==> config.mk <==
export PLATFORM = sky130hd
export DESIGN_NAME = tile_majority_label_repair
export DESIGN_NICKNAME = d
export VERILOG_FILES = /design/src/sv/tmlr_pkg.sv /design/src/sv/tmlr_ctrl.sv /design/src/sv/tmlr_dp.sv /design/src/sv/tile_majority_label_repair.sv
export VERILOG_INCLUDE_DIRS = /design/src /design/src/sv
export SDC_FILE = /design/constraint.sdc
export NUM_CORES = 1
export LEC_CHECK = 0
export BUFFER_PORTS_ARGS = -buffer_cell sky130_fd_sc_hd__buf_2
export CORE_MARGIN = 2
export CORE_UTILIZATION = 40
export CTS_CLUSTER_SIZE = 30
export DETAILED_ROUTE_END_ITERATION = 8
export PLACE_DENSITY = 0.61
export SLEW_MARGIN = 25
export SYNTH_ARGS = -nofsm -noshare
export SYNTH_HDL_FRONTEND = slang
export SYNTH_HIERARCHICAL = 1
export SYNTH_SLANG_ARGS = --single-unit
==> constraint.sdc <==
create_clock -name i_clk -period 13.89 [get_ports i_clk]
set_input_delay 1.389 -clock i_clk [delete_from_list [all_inputs] [get_ports i_clk]]
set_output_delay 1.389 -clock i_clk [all_outputs]
set_load 0.005 [all_outputs]
==> src/sv/tile_majority_label_repair_assert.svh <==
// Assertion macros shared by the tile majority label repair RTL.
// Needs nothing else; taken in by `include where assertions are written.
`ifndef TILE_MAJORITY_LABEL_REPAIR_ASSERT_SVH
`define TILE_MAJORITY_LABEL_REPAIR_ASSERT_SVH

// same-cycle implication, checked out of reset
`define TMLR_ASSERT_NOW(label, clk, rst_n, ante, cons) \
    label: assert property (@(posedge clk) disable iff (!(rst_n)) (ante) |-> (cons)) \
        else $error("tmlr assertion failed");

// next-cycle implication, checked out of reset
`define TMLR_ASSERT_NEXT(label, clk, rst_n, ante, cons) \
    label: assert property (@(posedge clk) disable iff (!(rst_n)) (ante) |=> (cons)) \
        else $error("tmlr assertion failed");

`endif

==> src/sv/tmlr_pkg.sv <==
// Shared types and constants for the tile majority label repair block.
// No dependencies; used by tmlr_ctrl, tmlr_dp and the top level.
`timescale 1ns / 1ps

package tmlr_pkg;

    localparam int PALETTE_SIZE_DEF = 6;
    localparam int COLOR_W          = 24;
    localparam int CNT_W            = 13;
    localparam int PCNT_W           = 3;
    localparam int CFG_IDX_W        = 3;

    localparam logic [CNT_W-1:0]     CNT_MAX = {CNT_W{1'b1}};

    localparam logic [CFG_IDX_W-1:0] REG_PALETTE_COUNT = 3'd0;
    localparam logic [CFG_IDX_W-1:0] REG_COLOR_0       = 3'd1;

    typedef struct packed {
        logic load_in;
        logic count;
        logic load_out;
    } t_cmd;

    typedef struct packed {
        logic is_repair;
    } t_sts;

endpackage

==> src/sv/tmlr_ctrl.sv <==
// Controller for the tile majority label repair block: accept, execute, output valid.
// Depends on tmlr_pkg (command and status structs).
`timescale 1ns / 1ps

module tmlr_ctrl (
    input  logic           i_clk,
    input  logic           i_rst_n,
    input  logic           s_axis_tvalid,
    output logic           s_axis_tready,
    output logic           m_axis_tvalid,
    input  logic           m_axis_tready,
    input  tmlr_pkg::t_sts i_sts,
    output tmlr_pkg::t_cmd o_cmd
);

    localparam logic S_IDLE = 1'b0;
    localparam logic S_EXEC = 1'b1;

    logic r_state, n_state;
    logic r_out_valid, n_out_valid;
    logic out_free;

    assign s_axis_tready = (r_state == S_IDLE);
    assign m_axis_tvalid = r_out_valid;
    assign out_free      = !r_out_valid || m_axis_tready;

    always_comb begin
        n_state         = r_state;
        n_out_valid     = r_out_valid && !m_axis_tready;
        o_cmd           = '0;
        case (r_state)
            S_IDLE: begin
                if (s_axis_tvalid) begin
                    o_cmd.load_in = 1'b1;
                    n_state       = S_EXEC;
                end
            end
            S_EXEC: begin
                if (!i_sts.is_repair) begin
                    o_cmd.count = 1'b1;
                    n_state     = S_IDLE;
                end else if (out_free) begin
                    o_cmd.load_out = 1'b1;
                    n_out_valid    = 1'b1;
                    n_state        = S_IDLE;
                end
            end
            default: begin
                n_state = S_IDLE;
            end
        endcase
    end

    always_ff @(posedge i_clk) begin
        if (!i_rst_n) begin
            r_state     <= S_IDLE;
            r_out_valid <= 1'b0;
        end else begin
            r_state     <= n_state;
            r_out_valid <= n_out_valid;
        end
    end

endmodule

==> src/sv/tmlr_dp.sv <==
// Datapath for the tile majority label repair block: palette registers,
// per-entry counters, match, majority pick and output register. Depends on tmlr_pkg.
`timescale 1ns / 1ps

module tmlr_dp #(
    parameter int PALETTE_SIZE = tmlr_pkg::PALETTE_SIZE_DEF
) (
    input  logic                           i_clk,
    input  logic                           i_rst_n,
    input  logic                           i_cfg_wen,
    input  logic [tmlr_pkg::CFG_IDX_W-1:0] i_cfg_idx,
    input  logic [tmlr_pkg::COLOR_W-1:0]   i_cfg_wdata,
    input  logic                           i_action,
    input  logic                           i_first,
    input  logic [tmlr_pkg::COLOR_W-1:0]   i_pixel,
    input  tmlr_pkg::t_cmd                 i_cmd,
    output tmlr_pkg::t_sts                 o_sts,
    output logic [tmlr_pkg::COLOR_W-1:0]   o_out_color,
    output logic                           o_replaced
);

    logic [tmlr_pkg::PCNT_W-1:0]  r_pal_cnt;
    logic [tmlr_pkg::COLOR_W-1:0] r_color [PALETTE_SIZE];
    logic [tmlr_pkg::CNT_W-1:0]   r_cnt   [PALETTE_SIZE];
    logic [tmlr_pkg::CNT_W-1:0]   n_cnt   [PALETTE_SIZE];

    logic                         r_action;
    logic                         r_first;
    logic [tmlr_pkg::COLOR_W-1:0] r_px;
    logic [tmlr_pkg::COLOR_W-1:0] r_out_color, n_out_color;
    logic                         r_out_repl, n_out_repl;

    logic [PALETTE_SIZE-1:0]      in_use;
    logic [PALETTE_SIZE-1:0]      hit;
    logic [PALETTE_SIZE-1:0]      sel;
    logic [PALETTE_SIZE-1:0]      best_oh;
    logic [tmlr_pkg::CNT_W-1:0]   best_cnt;
    logic [tmlr_pkg::COLOR_W-1:0] best_color;
    logic                         taken;

    assign o_sts.is_repair = r_action;
    assign o_out_color     = r_out_color;
    assign o_replaced      = r_out_repl;

    // match against in-use entries; lowest index wins on duplicates
    always_comb begin
        taken = 1'b0;
        for (int i = 0; i < PALETTE_SIZE; i++) begin
            in_use[i] = (i < int'(r_pal_cnt));
            hit[i]    = in_use[i] && (r_color[i] == r_px);
            sel[i]    = hit[i] && !taken;
            taken     = taken || hit[i];
        end
    end

    // majority pick, strict greater keeps the lowest index on ties
    always_comb begin
        best_cnt   = '0;
        best_oh    = '0;
        best_color = '0;
        for (int i = 0; i < PALETTE_SIZE; i++) begin
            if (in_use[i] && (r_cnt[i] > best_cnt)) begin
                best_cnt   = r_cnt[i];
                best_oh    = '0;
                best_oh[i] = 1'b1;
            end
        end
        for (int i = 0; i < PALETTE_SIZE; i++) begin
            best_color = best_color | ({tmlr_pkg::COLOR_W{best_oh[i]}} & r_color[i]);
        end
    end

    always_comb begin
        for (int i = 0; i < PALETTE_SIZE; i++) begin
            n_cnt[i] = r_cnt[i];
            if (i_cmd.count) begin
                if (r_first) begin
                    n_cnt[i] = sel[i] ? tmlr_pkg::CNT_W'(1) : '0;
                end else if (sel[i] && (r_cnt[i] != tmlr_pkg::CNT_MAX)) begin
                    n_cnt[i] = r_cnt[i] + tmlr_pkg::CNT_W'(1);
                end
            end
        end
    end

    always_comb begin
        n_out_color = r_px;
        n_out_repl  = 1'b0;
        if (!taken && (best_cnt != '0)) begin
            n_out_color = best_color;
            n_out_repl  = 1'b1;
        end
    end

    always_ff @(posedge i_clk) begin
        if (!i_rst_n) begin
            r_pal_cnt <= '0;
            for (int i = 0; i < PALETTE_SIZE; i++) begin
                r_color[i] <= '0;
                r_cnt[i]   <= '0;
            end
        end else begin
            if (i_cfg_wen && (i_cfg_idx == tmlr_pkg::REG_PALETTE_COUNT)) begin
                r_pal_cnt <= i_cfg_wdata[tmlr_pkg::PCNT_W-1:0];
            end
            for (int i = 0; i < PALETTE_SIZE; i++) begin
                if (i_cfg_wen &&
                    (i_cfg_idx == tmlr_pkg::REG_COLOR_0 + tmlr_pkg::CFG_IDX_W'(i))) begin
                    r_color[i] <= i_cfg_wdata;
                end
                r_cnt[i] <= n_cnt[i];
            end
        end
    end

    always_ff @(posedge i_clk) begin
        if (i_cmd.load_in) begin
            r_action <= i_action;
            r_first  <= i_first;
            r_px     <= i_pixel;
        end
        if (i_cmd.load_out) begin
            r_out_color <= n_out_color;
            r_out_repl  <= n_out_repl;
        end
    end

endmodule

==> src/sv/tile_majority_label_repair.sv <==
// Top level of the tile majority label repair block.
// Depends on tmlr_pkg, tmlr_ctrl, tmlr_dp and tile_majority_label_repair_assert.svh.
//
//  channel   | dir | content
//  s_axis    | in  | tdata: pixel_color[23:0]; tuser: action[0], first_of_tile[1]
//  m_axis    | out | tdata: out_color[23:0];   tuser: replaced[0]
//  cfg       | in  | write enable, register index, 24-bit write data
//
// Each pixel is taken in the idle state; the execute state then matches it and
// updates the counters or picks the majority color.
// A repair pixel waits in the execute cycle while the output register holds a result
// that has not been taken; the next pixel is taken once it has moved on.
// Synchronous active-low reset clears palette registers, counters and control.
`timescale 1ns / 1ps
`include "tile_majority_label_repair_assert.svh"

module tile_majority_label_repair #(
    parameter int PALETTE_SIZE = tmlr_pkg::PALETTE_SIZE_DEF
) (
    input  logic                           i_clk,
    input  logic                           i_rst_n,
    input  logic                           i_cfg_wen,
    input  logic [tmlr_pkg::CFG_IDX_W-1:0] i_cfg_idx,
    input  logic [tmlr_pkg::COLOR_W-1:0]   i_cfg_wdata,
    input  logic                           s_axis_tvalid,
    output logic                           s_axis_tready,
    input  logic [23:0]                    s_axis_tdata,  // [23:0] pixel_color
    input  logic [1:0]                     s_axis_tuser,  // [0] action, [1] first_of_tile
    output logic                           m_axis_tvalid,
    input  logic                           m_axis_tready,
    output logic [23:0]                    m_axis_tdata,  // [23:0] out_color
    output logic [0:0]                     m_axis_tuser   // [0] replaced
);

    tmlr_pkg::t_cmd cmd;
    tmlr_pkg::t_sts sts;

    tmlr_ctrl u_ctrl (
        .i_clk         (i_clk),
        .i_rst_n       (i_rst_n),
        .s_axis_tvalid (s_axis_tvalid),
        .s_axis_tready (s_axis_tready),
        .m_axis_tvalid (m_axis_tvalid),
        .m_axis_tready (m_axis_tready),
        .i_sts         (sts),
        .o_cmd         (cmd)
    );

    tmlr_dp #(
        .PALETTE_SIZE (PALETTE_SIZE)
    ) u_dp (
        .i_clk       (i_clk),
        .i_rst_n     (i_rst_n),
        .i_cfg_wen   (i_cfg_wen),
        .i_cfg_idx   (i_cfg_idx),
        .i_cfg_wdata (i_cfg_wdata),
        .i_action    (s_axis_tuser[0]),
        .i_first     (s_axis_tuser[1]),
        .i_pixel     (s_axis_tdata),
        .i_cmd       (cmd),
        .o_sts       (sts),
        .o_out_color (m_axis_tdata),
        .o_replaced  (m_axis_tuser[0])
    );

    `TMLR_ASSERT_NOW(a_no_overwrite, i_clk, i_rst_n, cmd.load_out, (!m_axis_tvalid || m_axis_tready))
    `TMLR_ASSERT_NEXT(a_count_no_result, i_clk, i_rst_n, (s_axis_tvalid && s_axis_tready && !s_axis_tuser[0]), (!cmd.load_out && cmd.count))
    `TMLR_ASSERT_NEXT(a_busy_after_take, i_clk, i_rst_n, (s_axis_tvalid && s_axis_tready), !s_axis_tready)

endmodule
* After elaboration in Yosys (flattened, before gate mapping)
Memories as Yosys holds them, arrays and structs flattened.
Cells that the tools add are included.
Widths: inputs -> output; s select.
** Word-level totals
- Register bits :: 56
- Memory bits (writable) :: 222
- Input bits :: 58
- Output and inout bits :: 27
- Memories :: 2
** Cells by class
- Add/subtract/negate cells :: 6
- Order comparisons :: 12
- Equal/unequal tests :: 18
- Multiplexer cells :: 82
- Bitwise gates (word level) :: 24
- Reductions and logical operators :: 48
** Memory list
- u_dp.r_color :: depth 6, width 24, rd ports 6, clocked after memory_dff 0, write ports 6, line tmlr_dp.sv:23 : logic [tmlr_pkg::COLOR_W-1:0] r_color [PALETTE_SIZE];
- u_dp.r_cnt :: depth 6, width 13, rd ports 6, clocked after memory_dff 0, write ports 6, line tmlr_dp.sv:24 : logic [tmlr_pkg::CNT_W-1:0] r_cnt [PALETTE_SIZE];
** Operators by type and width (count)
- $mux 13 :: 30
- $mux 24 :: 7
- $and 24x24->24 :: 6
- $eq 24x24->1 :: 6
- $or 24x24->24 :: 5
- $add 13x1->13 const B :: 6
- $ne 13x13->1 const B :: 6
- $gt 13x13->1 :: 5
- $mux 1 :: 38
- $logic_and 1x1->1 :: 32
- $gt 13x1->1 const B :: 1
- $reduce_bool 13->1 :: 1
- $or 1x1->1 :: 12
- $eq 3x3->1 const B :: 3
- $logic_not 1->1 :: 8
- $eq 3x2->1 const B :: 2
- $logic_or 1x1->1 :: 6
- $lt 1x3->1 const A :: 2
- $lt 2x3->1 const A :: 2
- $lt 3x3->1 const A :: 2
- $mux 6 :: 1
- $mux 5 :: 1
- $mux 2 :: 2
- $mux 4 :: 1
- other kinds (5) :: 5

* Depth between registers and ports, before layout
Gate-level depths: netlist of the first run.
An unclocked memory read counts as a cell.
- Word-level depth :: 26
- Gate-level depth with buffers :: 54
- Gate-level depth less buffers :: 45

* Cells and area by module
The synthesis of the first run kept the hierarchy.
** By module, submodules not included
- tmlr_dp :: instances 1, cells an instance 1564, area each 16111.7 µm²
- tmlr_ctrl :: instances 1, cells an instance 11, area each 95.1 µm²

* Least setup slack after synthesis of the first run
No wires, ideal clock.
- Kind :: flip-flop to flip-flop
- Start :: memory u_dp/r_cnt[0][0] (netlist bit)
- End :: register u_dp.r_out_color, in the netlist u_dp/o_out_color[10], data pin
- Setup time :: 260 ps
- Data arrival time :: 10297 ps
- Slack :: 3333 ps
- Cell stages (with the launch flop) :: 51
- Cells stage by stage :: dfxtp_1 -> inv_1 -> ha_1 -> nor4b_1 -> a31oi_1 -> nand2_1 -> ha_1 -> nor2b_1 -> o21ai_2 -> a311oi_4 -> o31ai_4 -> mux2_2 -> ha_1 -> and3_1 -> o21ai_0 -> a31oi_1 -> or3_1 -> buf_2 -> (+15 left out) -> a211oi_1 -> o21ai_0 -> buf_2 -> clkbuf_1 -> a21o_1 -> ha_1 -> and3_1 -> and3_1 -> o21ai_0 -> a31oi_1 -> o21a_1 -> clkbuf_1 -> a21oi_1 -> nand4_1 -> nor4_2 -> nor4_4 -> buf_6 -> mux2_4
** RTL lines
- start: declaration :: line tmlr_dp.sv:24
- end signal: assignment :: line tmlr_dp.sv:123 : r_out_color <= n_out_color;
- end: declaration :: line tmlr_dp.sv:30 : logic [tmlr_pkg::COLOR_W-1:0] r_out_color, n_out_color;

* Final worst setup path of the first run
- Start :: register u_dp/r_pal_cnt[2] (netlist bit)
- End :: register u_dp.r_out_color, in the netlist u_dp/o_out_color[7], data pin
** On the way
- Cells in the longest elaborated chain, start to end :: 25
** Ends and longest elaborated chain
- start: declaration :: line tmlr_dp.sv:22 : logic [tmlr_pkg::PCNT_W-1:0] r_pal_cnt;
- start signal: assignment :: line tmlr_dp.sv:104 : r_pal_cnt <= i_cfg_wdata[tmlr_pkg::PCNT_W-1:0];
- $lt 1x3->1 :: line tmlr_dp.sv:49 : in_use[i] = (i < int'(r_pal_cnt));
- $logic_and 1x1->1 :: line tmlr_dp.sv:62 : if (in_use[i] && (r_cnt[i] > best_cnt)) begin
- $mux 13 :: line tmlr_dp.sv:62
- $gt 13x13->1 :: line tmlr_dp.sv:62
- $logic_and 1x1->1 :: line tmlr_dp.sv:62
- $mux 13 :: line tmlr_dp.sv:62
- $gt 13x13->1 :: line tmlr_dp.sv:62
- $logic_and 1x1->1 :: line tmlr_dp.sv:62
- (+6 left out)
- $mux 13 :: line tmlr_dp.sv:62
- $gt 13x13->1 :: line tmlr_dp.sv:62
- $logic_and 1x1->1 :: line tmlr_dp.sv:62
- $mux 6 :: line tmlr_dp.sv:62
- $and 24x24->24 :: line tmlr_dp.sv:69 : best_color = best_color | ({tmlr_pkg::COLOR_W{best_oh[i]}} & r_color[i]);
- $or 24x24->24 (5 in series) :: line tmlr_dp.sv:69
- $mux 24 (*) :: line tmlr_dp.sv:89 : if (!taken && (best_cnt != '0)) begin
- via u_dp.n_out_color (one bit) :: line tmlr_dp.sv:30
The timed path passes the listed nets; every way through them passes the cells marked *.
A chain may end at the register's enable or synchronous reset.

==> results of run 1 <==
==> state kept, by name, summed over array words and instances, names as in the netlist <==
register,flops
u_dp/r_pal_cnt,3
u_dp/r_cnt,78
u_dp/o_replaced,1
u_ctrl/r_state,1
u_dp/r_first,1
u_dp/o_out_color,24
u_ctrl/m_axis_tvalid,1
u_dp/r_color,144
u_dp/r_px,24
u_dp/o_sts,1
==> logic make-up after synthesis <==
| group | after synthesis |
|---|---|
| buffers and inverters | 122 |
| AOI/OAI and AO/OA | 266 |
| and+or+nand+nor | 602 |
| adders and majority gates | 72 |
| xor gates and xnor gates | 200 |
| muxes | 35 |
| DFF | 278 |
==> metal layers <==
| layer | vias up | global-route usage |
|---|---|---|
| met2 | 507 | 0.4201 |
| met1 | 6145 | 0.3075 |
| met4 | 2 | 0.1110 |
| met5 | - | 0 |
| li1 | 5847 | - |
| met3 | 142 | 0.04514 |
==> critical path, delay by kind of cell, from the launching register on <==
kind	cells	cell delay, ns
compound gates	17	4.74
flops	1	0.62
simple gates	16	3.80
buf+inv	3	0.63
fa+ha+maj	5	1.59
mux	2	0.56
==> cell type report <==
type                       count  area [sq um]  share of cell area
timing repair buffer         112         630.6             0.03448
sequential                   278          7517              0.4111
tap                          525         656.9             0.03592
clock buffer                  44         918.4             0.05022
inverter                      38         142.6            0.007800
clock inverter                13         136.4            0.007458
multi-input combinational   1175          8285              0.4531
==> placed cells by master (no fill, tap or decap), types with 6 or more instances in the layout <==
cell       netlist  final
or3_1           13     13
edfxtp_1       195    195
nor2_1         122    119
mux2_4          21     21
a22oi_1         27     27
a31oi_1          9      9
o21a_1          16     16
nand2_1         89     88
and2_1         150    150
nand4_1         50     50
xor2_1          74     74
o21ai_2          1      8
nor2b_1          9      7
o221ai_1         7      7
and3_1          15     15
clkbuf_1        63      7
buf_4            0     28
o21ai_0         56     49
mux2_2          10     10
clkinv_1         1      7
o31ai_1          8      7
buf_2           17     84
dfxtp_1         83     83
xnor2_1        126    126
nand3_1         62     62
nor4_1          34     34
nor3_1          31     29
a21oi_1         44     43
nand2b_1         7      7
clkbuf_16        0     34
a211oi_1         6      6
o311ai_0         7      7
a21boi_0         7      7
o211ai_1         9      9
inv_1           37     37
ha_1            72     72
a221o_1         25     25
a21o_1          15     15
==> final timing paths <==
path	end	cells past startpoint
hold reg to reg	u_ctrl/m_axis_tvalid$_SDFF_PN0_	2
setup / recovery	u_dp/o_out_color[7]$_DFFE_PP_	43
setup reg to reg	u_dp/o_out_color[7]$_DFFE_PP_	43
hold / removal	u_ctrl/m_axis_tvalid$_SDFF_PN0_	2
==> report_power, final <==
part	internal, mW	leakage (nW)	switching [mW]
registers	0.927	2.54	0.0386
clock network	0.504	0.511	0.362
logic	0.0505	3.59	0.0828
total	1.48	6.64	0.483
==> flow_summary.ini, run 1 <==
[run_status]
outcome = finished, final reports clean

[clocking]
cts_buffers = 34
root_buffer = clkbuf_16
holdBufCountCts = 0
post_cts_buffers = 0
clock_latency_ns = 0.56
cts_max_path_buffers = 3
cts_resized = 0
cts_num_sinks = 278
clk_pin_slew_worst_paths_ns = 0.06
cts_tree = yes
htree_levels = 2

[critical_path]
reg2reg_setup_slack_ns = 1.79
crit_path_end_kind = register
slowest_delay_ns = 0.73
crit_arrival_ns = 12.51
crit_slowest_cell = nor2_2
path_max_fanout = 21
worst-setup-path-type = reg -> reg
start_kind = register
cp_common_cell = ha_1
timing.critical_path.from = u_dp/r_pal_cnt[2]$_SDFFE_PN0P_
rr_startpoint = u_dp/r_pal_cnt[2]$_SDFFE_PN0P_
required_ns = 14.30

[drt]
drt-total-wl_um = 51450
via_per_inst = 5.786
highest_layer = met5
wl_met2_um = 25100
ant_nets = 0
firstDrtPassIters = 5
num_vias = 12640
wl_met1_um = 20590
met3_wirelength_um = 3439
post-route-drc-count = 0
wire_per_inst_um = 23.55
drt_iter0_drc = 1337

[pwr]
power_leakage_nw = 6.637
peakVddDrop_uv = 86.81
p_per_area_nw_per_um2 = 107.4
power_mw = 1.965

[timing]
finalCritPeriodShare = 0.8708
holdWs_ns = 0.5318
relSlewSlack = 0.2857
min_period_ns = 12.10
layout_setup_ws_ns = 1.794
finalSetupViolCount = 0
final-max-slew-violation-count = 0
fmax_mhz = 82.68
fin_worst_skew_ns = 0.02399
finalHoldViolations = 0
worst_slew_pin_slew_ns = 1.062
fin_tns_setup_ns = 0
rsz0062_at_grt = no

[synthesis]
async_flop_share = 0
yosysTopAreaCell = edfxtp_1
synth_compound_area_frac = 0.1168
syn_area_per_cell_sq_um = 10.29
yosysSeqAreaShare = 0.4638
synth_top_family_by_area = simple AND/OR/NAND/NOR gates
syn_inst = 1575
synth_mux_area_frac = 0.02887
ys.warnings.count = 6
yosysMostFrequentCell = edfxtp_1
synth-edff-count = 195
synthTopCellsByCount = edfxtp_1, and2_1, xnor2_1
synth_area_sq_um = 16210
yosys.area_share.simple = 0.1963
synthAdderAreaFrac = 0.05559
yosysTopAreaCellShare = 0.3613
synthTopCellsByArea = edfxtp_1, dfxtp_1, xnor2_1
synth_cell_types = 68
synth_flop_cell = edfxtp_1
synth-xor-area-share = 0.1081
syn-num-nets = 1705
ys_ff_latch = 278

[cells_and_area]
fillers = 3823
area_growth_pct = 12.84
final_core_util = 0.4592
drive_above_1_share = 0.1325
n_antenna_cell = 0
instances_no_fill = 2185
final_cell_area_sq_um = 18290
fin_nets = 1769

[place]
portBuffers = 84
placed_area_sq_um = 17230
post-place-ws_ns = 2.061
globalplace.congestion = 0.9388
placed_cells = 2128
dp_hpwl_um = 35910

[floorplan]
design.core.area_sq_um = 39820
start_util = 0.4070
pin_count = 85
die_y_um = 205.3
die_area_sq_um = 42140
fp-row-count = 73
fp.dieW_um = 205.3

[global_routing]
grt_usage = 0.2478
antenna_found_initial = 1
grt_pass1_wl_um = 78400
grt_pass1_vias = 12760
overflow = 0
grt_start_max_net_pins = 43

[min_path]
hold_path_class = reg -> reg
hp-start = u_ctrl/m_axis_tvalid$_SDFF_PN0_

[job]
max-cap-violations = 0
Power figures use the tool's default switching activity.
==> run 2: changes to the inputs <==
- CORE_ASPECT_RATIO: not set -> 0.8
==> run 2 against run 1 <==
- sequential power hardly changed
- design area up 0.82%
- highest routed layer unchanged
- global-route usage fell by 0.43 points
- largest cell class unchanged
- non-clock buffer count rose by 1
- sequential share of layout area shrank 0.33 points
- worst hold slack improved by 0.0089 ns
- clock skew rose by 0.013 ns
==> flow_summary.ini, run 2 (synthesized netlist as in run 1, its figures left out) <==
[min_path]
hold_depth = 2
hold_path_class = reg -> reg

[floorplan]
start_util = 0.4084
fp-row-count = 65
design.core.area_sq_um = 39690
pin_count = 85
fp.dieW_um = 229.0
die_area_sq_um = 42150
die_y_um = 184.0

[cells_and_area]
area_growth_pct = 13.77
final_core_util = 0.4646
final_common_cell = edfxtp_1
most-common-layout-cells = edfxtp_1, and2_1, xnor2_1
reg_top3 = u_dp/r_color x144, u_dp/r_cnt x78
n_antenna_cell = 0
drive_above_1_share = 0.1373
regMostFlops = u_dp/r_color
fin_nets = 1766
largest_reg_flops = 144

[place]
globalplace.congestion = 0.9596
post-place-ws_ns = 1.580
portBuffers = 84
dp_hpwl_um = 36690

[drt]
drt_iter0_drc = 1316
drt-total-wl_um = 52340
num_vias = 12730
via_per_inst = 5.797
post-route-drc-count = 0
firstDrtPassIters = 6
wire_per_inst_um = 23.83
ant_nets = 0

[clocking]
clock_latency_ns = 0.61
cts_buffers = 30
cts_tree = yes
cts_resized = 0
clk_pin_slew_worst_paths_ns = 0.07
root_buffer = clkbuf_16
cts_max_path_buffers = 3
cts_num_sinks = 278
holdBufCountCts = 0
post_cts_buffers = 0
htree_levels = 1

[timing]
finalSetupViolCount = 0
fmax_mhz = 78.88
finalCritPeriodShare = 0.9128
worst_slew_pin_slew_ns = 1.006
relSlewSlack = 0.3280
fin_worst_skew_ns = 0.03727
fin_tns_setup_ns = 0
finalHoldViolations = 0
layout_setup_ws_ns = 1.212
min_period_ns = 12.68
rsz0062_at_grt = no
final-max-slew-violation-count = 0

[global_routing]
grt_pass1_wl_um = 76870
grt_start_max_net_pins = 67
antenna_found_initial = 2
overflow = 0
grt_pass1_vias = 12090
grt_usage = 0.2435

[critical_path]
start_kind = register
crit_arrival_ns = 13.01
worst-setup-path-type = reg -> reg
crit_slowest_cell = dfxtp_1
slowest_delay_ns = 0.71
path_max_fanout = 26
cp_common_cell = ha_1
crit_buf_inv = 3
cp.depth = 43
required_ns = 14.22
ff2ff_path_depth = 43
crit_path_end_kind = register
cp_top_family = compound AO/OA/AOI/OAI gates

[run_status]
outcome = finished, final reports clean

[pwr]
p_per_area_nw_per_um2 = 110.9
power_leakage_nw = 6.694
peakVddDrop_uv = 102.9

[job]
max-cap-violations = 0
==> run 2: cell count changes in the layout (fill, tap and decap cells not counted), moves of 3 or more <==
cell,delta
bufinv_16,+8
clkbuf_1,-5
clkbuf_16,-4
clkbuf_8,-3
clkinv_1,-3
clkinv_2,+3
==> run 2: tightest hold or removal path, cell delays in order (launching register included) <==
cell,delay [ns]
dfxtp_1,0.35
nor2_1,0.11
nor2_1,0.04
==> run 2: power breakdown <==
group          switching [mW]  internal, mW  total, mW
sequential             0.0374         0.926      0.963
combinational          0.0907        0.0521      0.143
clock                   0.357         0.581      0.938
total                   0.485          1.56       2.04
==> run 2: area by class of cell <==
cell class                      count  area, sq um
Clock buffer                       32        758.2
Timing Repair Buffer              113        670.6
Clock inverter                     24        390.4
Inverter                           38        142.6
Tap cell                          536        670.6
Sequential cell                   278         7517
Multi-Input combinational cell   1175         8288
Fill cell                        3763        21250
==> run 2: routing by layer <==
| metal | routed length (um) | global-route usage | vias up |
|---|---|---|---|
| li1 | - | - | 5872 |
| met1 | 23990 | 0.3509 | 6196 |
| met2 | 21470 | 0.3480 | 565 |
| met3 | 5333 | 0.07460 | 93 |
| met4 | 1520 | 0.07299 | 4 |
| met5 | 19 | 0 | - |
==> run 2: path summary, 6_finish.rpt <==
check	startpoint	end	slack, ns
min	u_dp/r_cnt[5][12]$_SDFFE_PN0P_	u_dp/r_cnt[5][12]$_SDFFE_PN0P_	0.54
max	u_dp/r_pal_cnt[2]$_SDFFE_PN0P_	u_dp/o_out_color[12]$_DFFE_PP_	1.21
max reg2reg	u_dp/r_pal_cnt[2]$_SDFFE_PN0P_	u_dp/o_out_color[12]$_DFFE_PP_	1.21
min reg2reg	u_dp/r_cnt[5][12]$_SDFFE_PN0P_	u_dp/r_cnt[5][12]$_SDFFE_PN0P_	0.54
==> run 2: per-stage QoR <==
stage	hold slack [ns]	area, sq um	total power, mW	std cells
3_3_place_gp	0.5094	17230	1.114	2138
6_report	0.5406	18440	2.044	2196
2_1_floorplan	0.4734	16210	1.045	1575
4_1_cts	0.5392	18380	2.050	2194
3_5_place_dp	0.5209	17230	1.116	2138
5_1_grt	0.5612	18440	2.098	2196
==> run 3: changes to the inputs <==
- CORE_UTILIZATION: 40 -> 45
- PLACE_DENSITY: 0.61 -> 0.67
==> run 3 against run 2 <==
- first-iteration DRC count is 18% higher
- global-route usage rose by 1.9 points
- count of clock-buffer cells in the layout did not move
- critical path type unchanged
- highest routed layer is now met4
==> flow_summary.ini, run 3 (synthesized netlist as in run 1, its figures left out) <==
[place]
globalplace.congestion = 1.024
portBuffers = 84
placed_area_sq_um = 17150
dp_hpwl_um = 35730
post-place-ws_ns = 1.764

[critical_path]
cp.depth = 45
worst-setup-path-type = reg -> reg
cp_top_family = compound AO/OA/AOI/OAI gates
start_kind = register
reg2reg_to = u_dp/o_out_color[3]$_DFFE_PP_
required_ns = 14.21
timing.critical_path.from = u_dp/r_cnt[0][0]$_SDFFE_PN0P_
slowest_delay_ns = 0.64
path_max_fanout = 25
reg2reg_setup_slack_ns = 1.46
crit_path_end_kind = register
rr_startpoint = u_dp/r_cnt[0][0]$_SDFFE_PN0P_
crit_arrival_ns = 12.75
cp_common_cell = ha_1
crit_buf_inv = 5
endpoint = u_dp/o_out_color[3]$_DFFE_PP_
crit_slowest_cell = o21ai_0
ff2ff_path_depth = 45

[clocking]
htree_levels = 1
clk_pin_slew_worst_paths_ns = 0.07
cts_resized = 0
cts_tree = yes
cts_buffers = 30
cts_num_sinks = 278
root_buffer = clkbuf_16
clock_latency_ns = 0.59
post_cts_buffers = 0
holdBufCountCts = 0
cts_max_path_buffers = 3

[floorplan]
die_y_um = 173.7
die_area_sq_um = 37560
start_util = 0.4542
pin_count = 85
fp.dieW_um = 216.2
fp-row-count = 62
design.core.area_sq_um = 35680

[pwr]
intPower_mw = 1.464
p_per_area_nw_per_um2 = 106.5
seqPwrFrac = 0.497
power_switching_mw = 0.4734
power_leakage_nw = 6.609
swShare = 0.2444
pwr-share-clk = 0.430
peakVddDrop_uv = 87.99
comb_power_share = 0.073

[timing]
min_period_ns = 12.43
finalSetupViolCount = 0
fin_tns_setup_ns = 0
finalHoldViolations = 0
rsz0062_at_grt = no
worst_slew_pin_slew_ns = 1.160
layout_setup_ws_ns = 1.462
relSlewSlack = 0.2192
finalCritPeriodShare = 0.8947
final-max-slew-violation-count = 0
fmax_mhz = 80.47
fin_worst_skew_ns = 0.02874

[drt]
firstDrtPassIters = 5
wire_per_inst_um = 23.54
post-route-drc-count = 0
num_vias = 12750
drt-total-wl_um = 50270
drt_iter0_drc = 1550
via_per_inst = 5.971
ant_nets = 0

[global_routing]
overflow = 0
grt_start_max_net_pins = 67
grt_pass1_wl_um = 75160
antenna_found_initial = 0
grt_usage = 0.2627
grt_pass1_vias = 12020

[cells_and_area]
final_common_cell = edfxtp_1
drive_above_1_share = 0.1329
final_cell_area_sq_um = 18200
area_growth_pct = 12.27
n_antenna_cell = 0
reg_top3 = u_dp/r_color x144, u_dp/r_cnt x78
regMostFlops = u_dp/r_color
fin_nets = 1763
most-common-layout-cells = edfxtp_1, and2_1, xnor2_1
largest_reg_flops = 144

[run_status]
outcome = finished, final reports clean

[min_path]
hold_depth = 2
hold_path_class = reg -> reg

[job]
max-cap-violations = 0
-- run 3: area by class of cell --
class	instances	area (sq um)
clock buffer	32	758.2
clock inverter	23	254.0
tap	480	600.6
inverter	38	142.6
multi-input combinational	1175	8287
timing repair buffer	110	635.6
fill	3259	17490
sequential	278	7517
-- run 3: worst min path at each step --
stage	slack (ns)	end	start
after floorplan	0.47	u_dp/r_cnt[5][0]$_SDFFE_PN0P_	u_dp/r_cnt[5][0]$_SDFFE_PN0P_
after global placement	0.51	u_dp/r_cnt[2][0]$_SDFFE_PN0P_	u_dp/r_cnt[2][0]$_SDFFE_PN0P_
after detailed placement	0.52	u_dp/r_cnt[3][0]$_SDFFE_PN0P_	u_dp/r_cnt[3][0]$_SDFFE_PN0P_
after CTS	0.53	u_dp/r_cnt[3][0]$_SDFFE_PN0P_	u_dp/r_cnt[3][0]$_SDFFE_PN0P_
after global routing	0.56	u_dp/r_cnt[3][0]$_SDFFE_PN0P_	u_dp/r_cnt[3][0]$_SDFFE_PN0P_
final	0.53	u_dp/r_cnt[3][0]$_SDFFE_PN0P_	u_dp/r_cnt[3][0]$_SDFFE_PN0P_
-- run 3: power groups by stage --
stage / Clock [mW] / Sequential (mW) / Combinational, mW
global placement: 0 / 0.979 / 0.134
global route: 0.875 / 0.967 / 0.146
detailed placement: 0 / 0.980 / 0.134
finish: 0.833 / 0.963 / 0.141
floorplan: 0 / 0.961 / 0.0833
CTS: 0.845 / 0.962 / 0.136
-- run 3: routing by layer --
metal | vias to the layer above | routed length [um] | GRT usage | share of wire
li1 | 5858 | - | - | -
met1 | 6197 | 23530 | 0.4097 | 0.47
met2 | 614 | 20510 | 0.3754 | 0.41
met3 | 84 | 5020 | 0.04667 | 0.10
met4 | 0 | 1215 | 0.05965 | 0.024
met5 | - | 0 | 0 | 0
-- run 3: worst register-to-register path, delay by kind of cell, from the launching register on --
kind / cells / cell delay, ns
buffers and inverters: 5 / 1.28
DFF: 1 / 0.39
and+or+nand+nor: 14 / 2.74
adders and majority gates: 6 / 1.86
muxes: 2 / 0.85
AOI/OAI and AO/OA: 18 / 5.07
-- run 3: through the flow --
stage | hold WS, ns | instances | utilization | total power [mW]
2_1_floorplan | 0.4734 | 1575 | - | 1.045
3_3_place_gp | 0.5085 | 2080 | 0.4804 | 1.112
3_5_place_dp | 0.5180 | 2080 | 0.4806 | 1.114
4_1_cts | 0.5268 | 2135 | 0.5090 | 1.942
5_1_grt | 0.5620 | 2136 | 0.5099 | 1.988
6_report | 0.5278 | 2136 | 0.5099 | 1.937
